### config.mk
export PLATFORM = sky130hd
export DESIGN_NAME = binary_fixed_to_decimal_ascii_core
export DESIGN_NICKNAME = d
export VERILOG_FILES = /design/src/sv/bfda_pkg.sv /design/src/sv/binary_fixed_to_decimal_ascii_core.sv /design/src/sv/bfda_round.sv /design/src/sv/bfda_digit.sv
export VERILOG_INCLUDE_DIRS = /design/src /design/src/sv
export SDC_FILE = /design/constraint.sdc
export NUM_CORES = 1
export LEC_CHECK = 0
export BUFFER_PORTS_ARGS = -buffer_cell sky130_fd_sc_hd__buf_2
export CORE_MARGIN = 5
export CORE_UTILIZATION = 40
export CTS_CLUSTER_SIZE = 24
export DETAILED_ROUTE_END_ITERATION = 10
export PLACE_DENSITY = 0.65
export SKIP_LAST_GASP = 1
export SLEW_MARGIN = 5
export SYNTH_ARGS = -nofsm -noshare
export SYNTH_HDL_FRONTEND = slang
export SYNTH_SLANG_ARGS = --single-unit
export TNS_END_PERCENT = 1
### constraint.sdc
create_clock -name clk -period 9.5 [get_ports clk]
set_input_delay 0.475 -clock clk [delete_from_list [all_inputs] [get_ports clk]]
set_output_delay 0.475 -clock clk [all_outputs]
set_load 0.05 [all_outputs]
### src/sv/binary_fixed_to_decimal_ascii_core_macros.svh
// Assertion macros shared by the fixed-point to decimal ASCII converter.
// Depends on nothing; included by the modules that carry assertions.
`ifndef BINARY_FIXED_TO_DECIMAL_ASCII_CORE_MACROS_SVH
`define BINARY_FIXED_TO_DECIMAL_ASCII_CORE_MACROS_SVH

// Same-cycle implication, disabled while reset is asserted.
`define BFDA_ASSERT_IMP(label, clk, rst_n, ante, cons, msg) \
    label: assert property (@(posedge clk) disable iff (!rst_n) (ante) |-> (cons)) \
        else $error(msg);

// Next-cycle implication, disabled while reset is asserted.
`define BFDA_ASSERT_NXT(label, clk, rst_n, ante, cons, msg) \
    label: assert property (@(posedge clk) disable iff (!rst_n) (ante) |=> (cons)) \
        else $error(msg);

`endif

### src/sv/bfda_pkg.sv
// Types, constants and arithmetic helpers for the decimal ASCII converter.
// No dependencies; used by every module of the block by scoped names.
`default_nettype none

package bfda_pkg;

    localparam logic [31:0] RAW_LIMIT   = 32'd256000;
    localparam logic [16:0] ROUNDED_MAX = 17'd99999;

    localparam logic [5:0] CH_SPACE = 6'd32;
    localparam logic [5:0] CH_STAR  = 6'd42;
    localparam logic [5:0] CH_POINT = 6'd46;
    localparam logic [5:0] CH_ZERO  = 6'd48;

    // ceil(2^20 / 10); exact quotient for any 17-bit dividend
    localparam logic [16:0] DIV10_RECIP = 17'd104858;

    // Payload carried between pipeline stages. New digits shift in at index 0.
    typedef struct packed {
        logic            oor;
        logic [16:0]     quo;
        logic [3:0][3:0] digs;
    } bfda_stage_t;

    function automatic logic [16:0] div10(input logic [16:0] x);
        logic [33:0] prod;
        prod = 34'(x) * 34'(DIV10_RECIP);
        return 17'(prod[33:20]);
    endfunction

    function automatic logic [5:0] to_ascii(input logic [3:0] d);
        return CH_ZERO | {2'b00, d};
    endfunction

endpackage

`default_nettype wire

### src/sv/binary_fixed_to_decimal_ascii_core.sv
// Top level of the fixed-point to decimal ASCII converter (DDD.DD form).
// Depends on bfda_pkg, bfda_round, bfda_digit and the assertion macro header.
//
// Usage:
//   Input channel in_valid/in_ready carries raw_value, an unsigned value in
//   units of 1/256. Output channel out_valid/out_ready carries six 6-bit
//   ASCII characters and out_of_range. A request is taken on a clock edge
//   where valid and ready are both high.
//   The value is rounded to hundredths. Leading hundreds and tens places
//   show a space; inputs of 256000 or more, and a rounded value above
//   99999, give ***.** with out_of_range set.
//   Structure: five register stages (one rounding stage, four divide-by-ten
//   stages, each a constant-reciprocal multiply); out_valid and the result
//   come straight from the registers of the last stage.
//   Throughput: one request per cycle, sustained, with out_ready high.
//   Stall: when out_ready is low, each stage holds as long as every stage
//   after it is full; in_ready drops only once all five stages are full.
//   Nothing is dropped or repeated.
//   Reset: rst_n clears every stage valid bit; the pipeline comes up empty.
`default_nettype none
`include "binary_fixed_to_decimal_ascii_core_macros.svh"

module binary_fixed_to_decimal_ascii_core (
    input  wire logic        clk,
    input  wire logic        rst_n,
    input  wire logic        in_valid,
    output logic             in_ready,
    input  wire logic [31:0] raw_value,
    output logic             out_valid,
    input  wire logic        out_ready,
    output logic [5:0]       char_hundreds,
    output logic [5:0]       char_tens,
    output logic [5:0]       char_ones,
    output logic [5:0]       char_point,
    output logic [5:0]       char_tenths,
    output logic [5:0]       char_hundredths,
    output logic             out_of_range
);

    localparam int NUM_DIGIT = 4;

    logic                  stg_valid [NUM_DIGIT+1];
    logic                  stg_ready [NUM_DIGIT+1];
    bfda_pkg::bfda_stage_t stg_data  [NUM_DIGIT+1];
    bfda_pkg::bfda_stage_t last;
    logic                  tens_blank;
    logic                  hund_blank;

    bfda_round u_round (
        .clk       (clk),
        .rst_n     (rst_n),
        .up_valid  (in_valid),
        .up_ready  (in_ready),
        .raw_value (raw_value),
        .dn_valid  (stg_valid[0]),
        .dn_ready  (stg_ready[0]),
        .dn_data   (stg_data[0])
    );

    for (genvar g = 0; g < NUM_DIGIT; g++)
    begin : g_digit
        bfda_digit u_digit (
            .clk      (clk),
            .rst_n    (rst_n),
            .up_valid (stg_valid[g]),
            .up_ready (stg_ready[g]),
            .up_data  (stg_data[g]),
            .dn_valid (stg_valid[g+1]),
            .dn_ready (stg_ready[g+1]),
            .dn_data  (stg_data[g+1])
        );
    end

    assign stg_ready[NUM_DIGIT] = out_ready;
    assign out_valid            = stg_valid[NUM_DIGIT];
    assign last                 = stg_data[NUM_DIGIT];

    // digs[3] hundredths .. digs[0] tens; quo holds hundreds
    always_comb
    begin
        hund_blank = (last.quo == 17'd0);
        tens_blank = hund_blank && (last.digs[0] == 4'd0);
        char_point = bfda_pkg::CH_POINT;
        out_of_range = last.oor;
        if (last.oor)
        begin
            char_hundreds   = bfda_pkg::CH_STAR;
            char_tens       = bfda_pkg::CH_STAR;
            char_ones       = bfda_pkg::CH_STAR;
            char_tenths     = bfda_pkg::CH_STAR;
            char_hundredths = bfda_pkg::CH_STAR;
        end
        else
        begin
            char_hundreds   = hund_blank ? bfda_pkg::CH_SPACE
                                         : bfda_pkg::to_ascii(last.quo[3:0]);
            char_tens       = tens_blank ? bfda_pkg::CH_SPACE
                                         : bfda_pkg::to_ascii(last.digs[0]);
            char_ones       = bfda_pkg::to_ascii(last.digs[1]);
            char_tenths     = bfda_pkg::to_ascii(last.digs[2]);
            char_hundredths = bfda_pkg::to_ascii(last.digs[3]);
        end
    end

    `BFDA_ASSERT_IMP(a_top_star_ones, clk, rst_n, out_valid && out_of_range,
        char_ones == bfda_pkg::CH_STAR, "error result without star")
    `BFDA_ASSERT_IMP(a_top_ones_digit, clk, rst_n, out_valid && !out_of_range,
        char_ones >= bfda_pkg::CH_ZERO && char_ones <= 6'd57, "ones place not a digit")
    `BFDA_ASSERT_IMP(a_top_blank_order, clk, rst_n, out_valid && !out_of_range &&
        char_hundreds != bfda_pkg::CH_SPACE, char_tens != bfda_pkg::CH_SPACE,
        "tens blanked under a shown hundreds digit")

endmodule

`default_nettype wire

### src/sv/bfda_round.sv
// Entry stage: range check and rounding of the 1/256 input to hundredths.
// Depends on bfda_pkg and the assertion macro header.
`default_nettype none
`include "binary_fixed_to_decimal_ascii_core_macros.svh"

module bfda_round (
    input  wire logic                 clk,
    input  wire logic                 rst_n,
    input  wire logic                 up_valid,
    output logic                      up_ready,
    input  wire logic [31:0]          raw_value,
    output logic                      dn_valid,
    input  wire logic                 dn_ready,
    output bfda_pkg::bfda_stage_t     dn_data
);

    logic                  v_reg;
    bfda_pkg::bfda_stage_t data_reg;
    bfda_pkg::bfda_stage_t data_next;
    logic [17:0]           raw_lo;
    logic [24:0]           scaled;
    logic [16:0]           rounded;

    // raw * 100 as shift-add, then + 128 and drop eight fraction bits
    always_comb
    begin
        raw_lo  = raw_value[17:0];
        scaled  = {1'b0, raw_lo, 6'b0} + {2'b0, raw_lo, 5'b0} + {5'b0, raw_lo, 2'b0}
                  + 25'd128;
        rounded = scaled[24:8];
        data_next.oor  = (raw_value >= bfda_pkg::RAW_LIMIT) ||
                         (rounded > bfda_pkg::ROUNDED_MAX);
        data_next.quo  = rounded;
        data_next.digs = '0;
    end

    assign up_ready = !v_reg || dn_ready;
    assign dn_valid = v_reg;
    assign dn_data  = data_reg;

    always_ff @(posedge clk or negedge rst_n)
    begin
        if (!rst_n)
        begin
            v_reg <= 1'b0;
        end
        else if (up_ready)
        begin
            v_reg <= up_valid;
        end
    end

    always_ff @(posedge clk)
    begin
        if (up_ready && up_valid)
        begin
            data_reg <= data_next;
        end
    end

    `BFDA_ASSERT_IMP(a_round_in_range, clk, rst_n, v_reg && !data_reg.oor,
        data_reg.quo <= bfda_pkg::ROUNDED_MAX, "in-range value exceeds 99999")

endmodule

`default_nettype wire

### src/sv/bfda_digit.sv
// Digit stage: splits one decimal digit off the running quotient.
// Depends on bfda_pkg and the assertion macro header.
`default_nettype none
`include "binary_fixed_to_decimal_ascii_core_macros.svh"

module bfda_digit (
    input  wire logic                  clk,
    input  wire logic                  rst_n,
    input  wire logic                  up_valid,
    output logic                       up_ready,
    input  wire bfda_pkg::bfda_stage_t up_data,
    output logic                       dn_valid,
    input  wire logic                  dn_ready,
    output bfda_pkg::bfda_stage_t      dn_data
);

    logic                  v_reg;
    bfda_pkg::bfda_stage_t data_reg;
    bfda_pkg::bfda_stage_t data_next;
    logic [16:0]           quo10;
    logic [16:0]           times10;
    logic [16:0]           rem_full;

    always_comb
    begin
        quo10    = bfda_pkg::div10(up_data.quo);
        times10  = {quo10[13:0], 3'b0} + {quo10[15:0], 1'b0};
        rem_full = up_data.quo - times10;
        data_next.oor  = up_data.oor;
        data_next.quo  = quo10;
        // shift the finished digit in at the low end
        data_next.digs = {up_data.digs[2:0], rem_full[3:0]};
    end

    assign up_ready = !v_reg || dn_ready;
    assign dn_valid = v_reg;
    assign dn_data  = data_reg;

    always_ff @(posedge clk or negedge rst_n)
    begin
        if (!rst_n)
        begin
            v_reg <= 1'b0;
        end
        else if (up_ready)
        begin
            v_reg <= up_valid;
        end
    end

    always_ff @(posedge clk)
    begin
        if (up_ready && up_valid)
        begin
            data_reg <= data_next;
        end
    end

    `BFDA_ASSERT_IMP(a_digit_decimal, clk, rst_n, v_reg, data_reg.digs[0] <= 4'd9,
        "remainder is not a decimal digit")
    `BFDA_ASSERT_NXT(a_digit_capture, clk, rst_n, up_valid && up_ready, v_reg,
        "accepted request not held in stage")

endmodule

`default_nettype wire

---- Word level (Yosys, flattened, before mapping) ----
Index checks and enable logic that the tools add are counted.
storage, ports and cells
  logic and storage cells ................. 68
  register bits after elaboration ......... 105
cells by class
  multiply operators ...................... 4
  order comparisons ....................... 2
  mux-type cells .......................... 7
  add/sub/neg operators ................... 11
  reductions and logical operators ........ 19
operators by type and width
  operator                                                number
  multiplier 17 x 16 -> 33 bit (second input constant)    1
  >= comparator 32 x 18 -> 1 bit (second input constant)  1
  multiplier 14 x 16 -> 30 bit (second input constant)    1
  multiplier 11 x 16 -> 27 bit (second input constant)    1
  adder 24 x 23 -> 25 bit                                 1
  adder 25 x 20 -> 25 bit                                 1
  adder 25 x 8 -> 25 bit (second input constant)          1
  two-way mux 5 bit                                       5
  multiplier 8 x 16 -> 24 bit (second input constant)     1
  > comparator 17 bit (second input constant)             1
  zero test 17 bit                                        1
  adder 4 bit                                             4
  subtractor 4 bit                                        4
  two-way mux 6 bit                                       2
  logical AND 1 bit                                       6
  logical OR 1 bit                                        6
  zero test 1 bit                                         5
  zero test 4 bit                                         1

---- Logic depth before layout (Yosys ltp) ----
Gate-level depths: netlist of run 1.
  depth after elaboration ................. 7
  mapped depth ............................ 25

---- Hierarchy ----
A second synthesis of run 1 with hierarchy kept.
second synthesis, totals
  cells, all modules ...................... 2564
  area, all modules ....................... 26698.1 sq um
modules (own cells, without submodules)
  module                              area each (sq um)  seq. area each (sq um)  cells each  times used
  bfda_digit (g_digit[2].u_digit)     6085.8             955.9                   587         1
  bfda_digit (g_digit[0].u_digit)     5989.5             955.9                   562         1
  bfda_digit (g_digit[1].u_digit)     5985.7             955.9                   569         1
  bfda_digit (g_digit[3].u_digit)     5890.6             955.9                   548         1
  bfda_round                          2436.1             565.5                   251         1
  binary_fixed_to_decimal_ascii_core  310.3              0.0                     47          1

---- Least setup slack after synthesis of run 1 ----
Ideal clock, no wire load.
  kind .................................... reg-to-reg
  start point ............................. register u_round.data_reg (netlist bit u_round.dn_data[17])
  end point ............................... register g_digit[0].u_digit.data_reg (netlist bit g_digit[0].u_digit.dn_data[3]) (data pin)
  library setup time ...................... 0.261 ns
  slack ................................... 3.478 ns
  period minus slack after synthesis ...... 6.022 ns
  path buffers ............................ 0
  stages on the path, launching flop included .. 24
  required time ........................... 9.239 ns
  data arrival time ....................... 5.761 ns
  cell sequence ........................... edfxtp_1 ha_1 inv_1 fa_1 inv_1 fa_1 fa_1 fa_1 inv_1 fa_1 inv_1 ha_1 nand4_1 or4_1 a21oi_1 a311oi_2 nor2b_1 nor2_1 xnor2_1 ha_1 nand2_1 nand2_1 xnor2_1 xnor2_1
RTL lines
  what                    RTL line          RTL
  start, declared         bfda_round.sv:18  bfda_pkg::bfda_stage_t data_reg;
  start signal, assigned  bfda_round.sv:57  data_reg <= data_next;
  end signal, assigned    bfda_digit.sv:55  data_reg <= data_next;
  end, declared           bfda_digit.sv:18  bfda_pkg::bfda_stage_t data_reg;

==> impl_metrics.yaml, run 1 <==
outcome:
  status: "finished clean"
timing:
  fmax_mhz: 156
  fin_setup_tns_ns: 0
  slew_viol_final: 0
  final_hold_viol_count: 0
  timing.final.crit_share: 0.674
  setup_viol: 0
  grt_setup_unrepaired: "false"
  skew_ns: 0.0136
  slew_headroom: 0.270
  period_minus_slack_ns: 6.40
  worst_pin_slew_ns: 1.09
global_routing:
  grt_max_degree: 25
  grt_pass1_vias: 11300
  grt_use_total: 0.143
  grt_pass1_wl_um: 54700
  grt_antenna_before_repair: 0
  overflow: 0
die:
  start_util: 0.404
  die_y_um: 216
  row_count: 75
  die-area_mm2: 0.0465
  io_pins: 75
  core-area_mm2: 0.0419
  die_w_um: 216
setup_path:
  crit_fanout: 6
  setup.worst_path.end_class: "register"
  crit_path_start_kind: "register"
  critical_path_class: "reg -> reg"
  required_ns: 9.62
  worst-r2r-setup-slack_ns: 3.10
  crit_arrival_ns: 6.52
cts:
  numCtsBuffers: 9
  clockBufferDepth: 2
  cts_resized: 0
  cts.sinks: 105
  cts_tree: "yes"
  htreeDepth: 3
  insertion_delay_ns: 0.38
  cts.clk_slew.worst_paths_ns: 0.08
  clock-root-buffer: "clkbuf_16"
detailed_routing:
  ant_nets: 0
  first_pass_iters: 5
  via_count: 10500
  drc: 0
  viasPerCell: 4.79
  wl_per_cell_um: 14.7
  drt-total-wl_um: 32100
  drt_iter0_markers: 252
layout:
  multiInputGateArea_mm2: 0.0122
  drive_gt1_frac: 0.0660
  fin_nets: 2308
  fillers: 3965
  areaGrowthSynthToFinish_pct: 7.35
  seq_area_mm2: 0.00313
  diodes: 0
run:
  max-cap-violations: 0
synth:
  synth-edff-count: 100
  synth_area_per_cell_um2: 10.7
  syn_inst: 1579
  ys_seq_area_frac: 0.185
  yosys_warnings: 0
  ys_seq_elements: 105
  synthesis.area_mm2: 0.0169
  async_flop_share: 0.0476
  yosysUniqueCellTypes: 63
  synth_ff_type: "edfxtp_1"
place:
  place.detailed.hpwl_um: 29000
  port_buffers: 63
  routabilityCongestion: 0.915
hold_path:
  hold_class: "in -> reg"
synthesized netlist by cell type (all sizes together), types with 8 or more instances:
| cell type | n | area share |
|---|---|---|
| o21ai | 23 | 0.0068 |
| nand3 | 11 | 0.0033 |
| buf | 13 | 0.0058 |
| a21oi | 40 | 0.012 |
| nand2 | 37 | 0.0082 |
| nor2 | 50 | 0.011 |
| nand4 | 10 | 0.0037 |
| inv | 414 | 0.092 |
| nor2b | 19 | 0.0070 |
| a21o | 20 | 0.0090 |
| or2 | 15 | 0.0055 |
| nand2b | 10 | 0.0037 |
| a211oi | 9 | 0.0049 |
| o21bai | 9 | 0.0040 |
| fa | 211 | 0.25 |
| ha | 415 | 0.31 |
| and2 | 9 | 0.0033 |
| nor3 | 15 | 0.0044 |
| o21a | 8 | 0.0036 |
| xnor2 | 58 | 0.030 |
| xor2 | 18 | 0.0093 |
| edfxtp | 100 | 0.18 |
registers in the layout, indices dropped and copies added (netlist names):
register	count
g_digit.u_digit.dn_data	82
g_digit.u_digit.dn_valid	4
u_round.dn_data	18
u_round.dn_valid	1
worst paths after layout:
path / start / cells after the start / to
setup / recovery: u_round.dn_data[19]$_DFFE_PP_ / 23 / g_digit[0].u_digit.dn_data[3]$_DFFE_PP_
hold / removal: in_valid / 2 / u_round.dn_valid$_DFFE_PN0N_
setup reg to reg: u_round.dn_data[19]$_DFFE_PP_ / 23 / g_digit[0].u_digit.dn_data[3]$_DFFE_PP_
hold reg to reg: g_digit[1].u_digit.dn_data[5]$_DFFE_PP_ / 0 / g_digit[2].u_digit.dn_data[9]$_DFFE_PP_
max in group asynchronous: rst_n / 2 / g_digit[1].u_digit.dn_valid$_DFFE_PN0P_
min in group asynchronous: rst_n / 2 / g_digit[3].u_digit.dn_valid$_DFFE_PN0P_
through the flow:
step | hold WS [ns] | utilization | worst slack [ns] | instance area (um2) | cells
floorplan | 0.179 | - | 3.48 | 16900 | 1588
global placement | 0.291 | 0.426 | 3.17 | 17800 | 2173
detailed placement | 0.299 | 0.426 | 3.10 | 17800 | 2173
CTS | 0.282 | 0.434 | 3.09 | 18200 | 2190
global route | 0.302 | 0.434 | 2.78 | 18200 | 2190
finish | 0.307 | 0.434 | 3.10 | 18200 | 2190
placed cells by master (no fill, tap or decap), types with 11 or more instances in the layout:
cell type	instances
ha_1	415
inv_1	414
fa_1	211
edfxtp_1	100
buf_2	63
xnor2_1	58
nor2_1	50
a21oi_1	39
nand2_1	37
o21ai_0	22
a21o_1	19
nor2b_1	18
xor2_1	18
or2_2	15
nor3_1	15
nand3_1	11
conb_1	11
cell families (layout without fill, tap and decap cells):
family / Yosys count / after routing / share of synthesized area
buffers and inverters: 431 / 494 / 0.0985
adders and majority gates: 626 / 626 / 0.557
AOI/OAI and AO/OA: 142 / 142 / 0.0594
other: 2 / 11 / 0.000444
xor gates and xnor gates: 77 / 77 / 0.0407
DFF: 105 / 105 / 0.185
and+or+nand+nor: 196 / 196 / 0.0592
final cells by class:
class / count / share of cell area
inverter: 414 / 0.0856
tap: 539 / 0.0371
sequential: 105 / 0.172
clock inverter: 7 / 0.00517
multi-input combinational: 1052 / 0.669
clock buffer: 9 / 0.0124
timing repair buffer: 64 / 0.0179
worst max-delay path: stages, from the launching register on:
cell      delay, ns
edfxtp_1       0.56
ha_1           0.42
inv_1          0.08
fa_1           0.53
inv_1          0.06
fa_1           0.50
fa_1           0.54
inv_1          0.06
fa_1           0.50
fa_1           0.54
inv_1          0.04
ha_1           0.28
nand4_1        0.18
or4_1          0.54
a21oi_1        0.16
a311oi_2       0.10
nor2b_1        0.15
nor2_1         0.06
xnor2_1        0.18
ha_1           0.29
nand2_1        0.07
nand2_1        0.06
xnor2_1        0.15
xnor2_1        0.13
metal layers:
layer	vias up	part of all wire	global-route usage
met3	25	0.032	0.0261
met5	-	0	0
met1	5109	0.46	0.186
met4	0	0.012	0.0258
met2	115	0.49	0.251
li1	5249	-	-
repair_timing:
action                                  4_1_cts  5_1_grt
hold buffers                                  1        0
endpoints found under the setup margin        0        0
setup buffers                                 0        0
endpoints found under the hold margin         5        0
Power of run 1 is not shown: default switching activity piles up to over one toggle a cycle in this logic, so the estimate is an artifact.
==> run 2, diff against run 1 <==
==> constraint.sdc (replaced) <==
create_clock -name clk -period 6.6 [get_ports clk]
set_input_delay 0.33 -clock clk [delete_from_list [all_inputs] [get_ports clk]]
set_output_delay 0.33 -clock clk [all_outputs]
set_load 0.05 [all_outputs]
==> run 2 against run 1 <==
  * Utilization is 0.27 points higher
  * Final area grew 0.63%
  * First-iteration DRC count increased by 27%
  * Worst hold slack got worse by 0.13 ns
  * Count of clock-buffer cells in the layout unchanged
  * Flip-flop and latch count unchanged
  * Non-clock buffer count rose by 10
  * Critical path depth stayed put
  * Fmax rose by 2.4%
  * Clock skew shrank 0.0041 ns
  * Die area did not move
  * Highest routed layer unchanged
==> impl_metrics.yaml, run 2 (synthesized netlist as in run 1, its figures left out) <==
setup_path:
  r2r_cells: 23
  crit_cells: 23
  critical-path-top-delay-family: "adder cells"
  crit_chain: "ha_2 -> inv_1 -> fa_1 -> inv_1 -> fa_1 -> fa_1 -> fa_1 -> inv_1 -> fa_1 -> inv_1 -> ha_1 -> nand4_1 -> or4_1 -> a21oi_1 -> a311oi_2 -> nor2b_1 -> nor2_1 -> xnor2_1 -> ha_1 -> nand2_1 -> nand2_1 -> xnor2_1 -> xnor2_1"
  cp_slowest_cell: "fa_1"
  critical-path-max-stage-delay_ns: 0.55
  cp_num_buf_inv: 4
  crit_arrival_ns: 6.38
  setup.worst_path.end_class: "register"
  crit_fanout: 5
  critical_path_class: "reg -> reg"
  crit_path_start_kind: "register"
  crit_path_frequent_cell: "fa_1"
  required_ns: 6.72
cts:
  cts.clk_slew.worst_paths_ns: 0.09
  numCtsBuffers: 9
  clockBufferDepth: 2
  cts_tree: "yes"
  insertion_delay_ns: 0.37
  htreeDepth: 3
  cts.sinks: 105
  clock-root-buffer: "clkbuf_16"
run:
  max-cap-violations: 0
place:
  place.detailed.hpwl_um: 28600
  place_area_mm2: 0.0179
  port_buffers: 63
  routabilityCongestion: 0.921
layout:
  diodes: 0
  drive_gt1_frac: 0.0734
  largest_reg_flops: 82
  final_cell_mix: "414 x inv_1, 412 x ha_1, 211 x fa_1"
  fin_nets: 2318
  fin_area_mm2: 0.0183
  final_common_cell: "inv_1"
  areaGrowthSynthToFinish_pct: 8.02
die:
  row_count: 75
  io_pins: 75
  core-area_mm2: 0.0419
  die-area_mm2: 0.0465
  start_util: 0.404
  die_y_um: 216
  die_w_um: 216
global_routing:
  grt_use_total: 0.141
  grt_antenna_before_repair: 0
  overflow: 0
  grt_pass1_wl_um: 54300
  grt_max_degree: 25
  grt_pass1_vias: 11300
timing:
  fmax_mhz: 160
  skew_ns: 0.00957
  fin_setup_tns_ns: 0
  slew_headroom: 0.303
  grt_setup_unrepaired: "false"
  setup_viol: 0
  slew_viol_final: 0
  timing.final.crit_share: 0.948
  worst_pin_slew_ns: 1.04
  period_minus_slack_ns: 6.25
  final_hold_viol_count: 0
outcome:
  status: "finished clean"
detailed_routing:
  ant_nets: 0
  wl_per_cell_um: 14.4
  drt_iter0_markers: 321
  viasPerCell: 4.75
  drc: 0
  via_count: 10500
  first_pass_iters: 4
  drt-total-wl_um: 31600
hold_path:
  hold_class: "in -> reg"
  hold_depth: 2
-- run 2: cell types whose count changed in the layout (fill, tap and decap cells not counted), sizes merged --
cell	change
bufinv	+1
buf	+10
clkinv	-1
-- run 2: cell type report --
| class | count | area, um2 |
|---|---|---|
| Clock buffer | 9 | 225 |
| Sequential cell | 105 | 3130 |
| Timing Repair Buffer | 74 | 400 |
| Clock inverter | 7 | 105 |
| Inverter | 414 | 1550 |
| Multi-Input combinational cell | 1052 | 12200 |
| Fill cell | 3927 | 23600 |
| Tap cell | 539 | 674 |
-- run 2: what timing repair did --
item,CTS,global route
hold buffers,1,0
setup endpoints to repair,0,1
gates resized for setup,0,3
buffers inserted,0,6
endpoints found under the hold margin,5,0
-- run 2: layer usage --
layer / GRT usage / vias up / share of wire
met5: 0 / - / 0
met1: 0.185 / 5050 / 0.46
met2: 0.246 / 118 / 0.49
li1: - / 5262 / -
met4: 0.0273 / 0 / 0.014
met3: 0.0247 / 27 / 0.035
-- run 2: through the flow --
| stage | setup slack (ns) | util | instances | hold slack (ns) |
|---|---|---|---|---|
| 2_1_floorplan | 0.578 | - | 1588 | 0.0344 |
| 3_3_place_gp | 0.347 | 0.427 | 2177 | 0.150 |
| 3_5_place_dp | 0.164 | 0.427 | 2177 | 0.150 |
| 4_1_cts | 0.152 | 0.435 | 2194 | 0.168 |
| 5_1_grt | 0.0161 | 0.437 | 2200 | 0.196 |
| 6_report | 0.345 | 0.437 | 2200 | 0.178 |
-- run 2: worst paths after layout --
check	slack, ns	to	from
worst min register to register	0.42	g_digit[1].u_digit.dn_data[5]$_DFFE_PP_	g_digit[0].u_digit.dn_data[1]$_DFFE_PP_
max in group asynchronous	6.17	g_digit[0].u_digit.dn_valid$_DFFE_PN0P_	rst_n
worst max register to register	0.35	g_digit[0].u_digit.dn_data[3]$_DFFE_PP_	u_round.dn_data[22]$_DFFE_PP_
worst max-delay path	0.35	g_digit[0].u_digit.dn_data[3]$_DFFE_PP_	u_round.dn_data[22]$_DFFE_PP_
worst min-delay path	0.18	u_round.dn_valid$_DFFE_PN0N_	in_valid
min in group asynchronous	0.30	u_round.dn_valid$_DFFE_PN0N_	rst_n
Power of run 2 is left out for the same reason.
==> run 3, diff against run 2 <==
--- a/config.mk
+++ b/config.mk
@@ -8,10 +8,11 @@
 export LEC_CHECK = 0
 export BUFFER_PORTS_ARGS = -buffer_cell sky130_fd_sc_hd__buf_2
 export CORE_MARGIN = 5
-export CORE_UTILIZATION = 40
+export CORE_UTILIZATION = 39
 export CTS_CLUSTER_SIZE = 24
 export DETAILED_ROUTE_END_ITERATION = 10
-export PLACE_DENSITY = 0.65
+export HOLD_SLACK_MARGIN = 0.08
+export PLACE_DENSITY = 0.64
 export SKIP_LAST_GASP = 1
 export SLEW_MARGIN = 5
 export SYNTH_ARGS = -nofsm -noshare
==> run 3 against run 2 <==
  * Sequential share of layout area down 0.10 points
  * Flip-flop and latch count stayed put
  * Clock skew up 0.0091 ns
  * Wire length rose by 2.2%
  * Global-route usage is 0.078 points higher
  * Die area increased by 2.4%
==> impl_metrics.yaml, run 3 (synthesized netlist as in run 1, its figures left out) <==
layout:
  areaGrowthSynthToFinish_pct: 8.66
  final_cell_mix: "414 x inv_1, 411 x ha_1, 211 x fa_1"
  largest_reg_flops: 82
  drive_gt1_frac: 0.0780
  fin_nets: 2323
  diodes: 0
  final_common_cell: "inv_1"
cts:
  cts.clk_slew.worst_paths_ns: 0.09
  numCtsBuffers: 9
  insertion_delay_ns: 0.39
  cts_tree: "yes"
  clock-root-buffer: "clkbuf_16"
  clockBufferDepth: 2
  cts.sinks: 105
  htreeDepth: 3
timing:
  worst_pin_slew_ns: 1.07
  slew_viol_final: 0
  period_minus_slack_ns: 6.28
  timing.final.crit_share: 0.952
  grt_setup_unrepaired: "false"
  skew_ns: 0.0187
  fmax_mhz: 159
  slew_headroom: 0.282
  final_hold_viol_count: 0
  setup_viol: 0
  fin_setup_tns_ns: 0
setup_path:
  worst-r2r-setup-slack_ns: 0.32
  reg2reg_from: "u_round.dn_data[18]$_DFFE_PP_"
  crit_fanout: 5
  r2r_cells: 23
  critical_path_class: "reg -> reg"
  crit_path_start_kind: "register"
  required_ns: 6.75
  crit_path_end: "g_digit[0].u_digit.dn_data[3]$_DFFE_PP_"
  critical_path.startpoint: "u_round.dn_data[18]$_DFFE_PP_"
  crit_arrival_ns: 6.43
  setup.worst_path.end_class: "register"
  worst_r2r_endpoint: "g_digit[0].u_digit.dn_data[3]$_DFFE_PP_"
detailed_routing:
  first_pass_iters: 4
  drc: 0
  drt_iter0_markers: 346
  drt-total-wl_um: 32300
  viasPerCell: 4.64
  via_count: 10400
  wl_per_cell_um: 14.4
  ant_nets: 0
global_routing:
  grt_use_total: 0.141
  grt_pass1_vias: 11300
  grt_max_degree: 25
  grt_pass1_wl_um: 54700
  overflow: 0
  grt_antenna_before_repair: 0
die:
  io_pins: 75
  die-area_mm2: 0.0476
  die_y_um: 218
  row_count: 76
  core-area_mm2: 0.0430
  die_w_um: 218
  start_util: 0.393
outcome:
  status: "finished clean"
hold_path:
  hold_depth: 2
  hold_class: "in -> reg"
run:
  max-cap-violations: 0
place:
  place.detailed.hpwl_um: 29100
  port_buffers: 63
  routabilityCongestion: 0.905
==> run 3: changes by cell type in the layout (fill, tap and decap cells not counted) <==
cell,previous run,this run
buf_4,10,15
a21oi_1,39,38
inv_8,3,2
a21oi_2,1,2
or4_4,1,2
or4_1,3,2
inv_12,0,1
ha_4,2,4
bufinv_16,1,0
ha_2,1,0
ha_1,412,411
inv_6,0,1
==> run 3: layout make-up <==
cell class                      count  area (um2)
Sequential cell                   105        3130
Fill cell                        4117       24600
Timing Repair Buffer               79         438
Clock inverter                      7        88.8
Multi-Input combinational cell   1052       12200
Tap cell                          585         732
Clock buffer                        9         225
Inverter                          414        1550
==> run 3: worst max-delay path: stages (launching register included) <==
cell and delay (ns):
edfxtp_1 0.53, ha_4 0.34, inv_1 0.05, fa_1 0.54
inv_1 0.06, fa_1 0.50, fa_1 0.51, fa_1 0.54
inv_1 0.06, fa_1 0.54, inv_1 0.05, ha_1 0.29
nand4_1 0.15, or4_4 0.54, a21oi_2 0.13, a311oi_2 0.09
nor2b_1 0.14, nor2_1 0.06, xnor2_1 0.23, ha_1 0.30
nand2_1 0.08, nand2_1 0.06, xnor2_1 0.14, xnor2_1 0.12
==> run 3: what timing repair did <==
| item | in CTS | in global routing |
|---|---|---|
| buffers inserted | 0 | 11 |
| hold endpoints to repair | 5 | 0 |
| hold buffers | 1 | 0 |
| endpoints found under the setup margin | 0 | 1 |
| gates resized for setup | 0 | 7 |
==> run 3: worst min path at each step <==
stage | start | endpoint | slack (ns)
finish | in_valid | u_round.dn_valid$_DFFE_PN0N_ | 0.17
global route | in_valid | u_round.dn_valid$_DFFE_PN0N_ | 0.16
CTS | in_valid | u_round.dn_valid$_DFFE_PN0N_ | 0.15
detailed placement | rst_n | u_round.dn_valid$_DFFE_PN0N_ | 0.15
global placement | rst_n | u_round.dn_valid$_DFFE_PN0N_ | 0.15
floorplan | rst_n | g_digit[0].u_digit.dn_valid$_DFFE_PN0P_ | 0.03
==> run 3: through the flow <==
step,util,setup WS (ns),hold WS (ns),std cells,cell area (um2)
3_5_place_dp,0.417,0.206,0.151,2223,17900
6_report,0.428,0.316,0.171,2251,18400
2_1_floorplan,-,0.578,0.0344,1588,16900
5_1_grt,0.428,0.0210,0.157,2251,18400
4_1_cts,0.424,0.190,0.145,2240,18200
3_3_place_gp,0.417,0.345,0.148,2223,17900
==> run 3: metal layers <==
metal  share of wire  track usage  up-vias
met5               0            0        -
met4          0.0072       0.0199        0
met3           0.042       0.0274       15
met2            0.49        0.248      115
met1            0.46        0.187     5042
li1                -            -     5270
Power of run 3 is left out for the same reason.
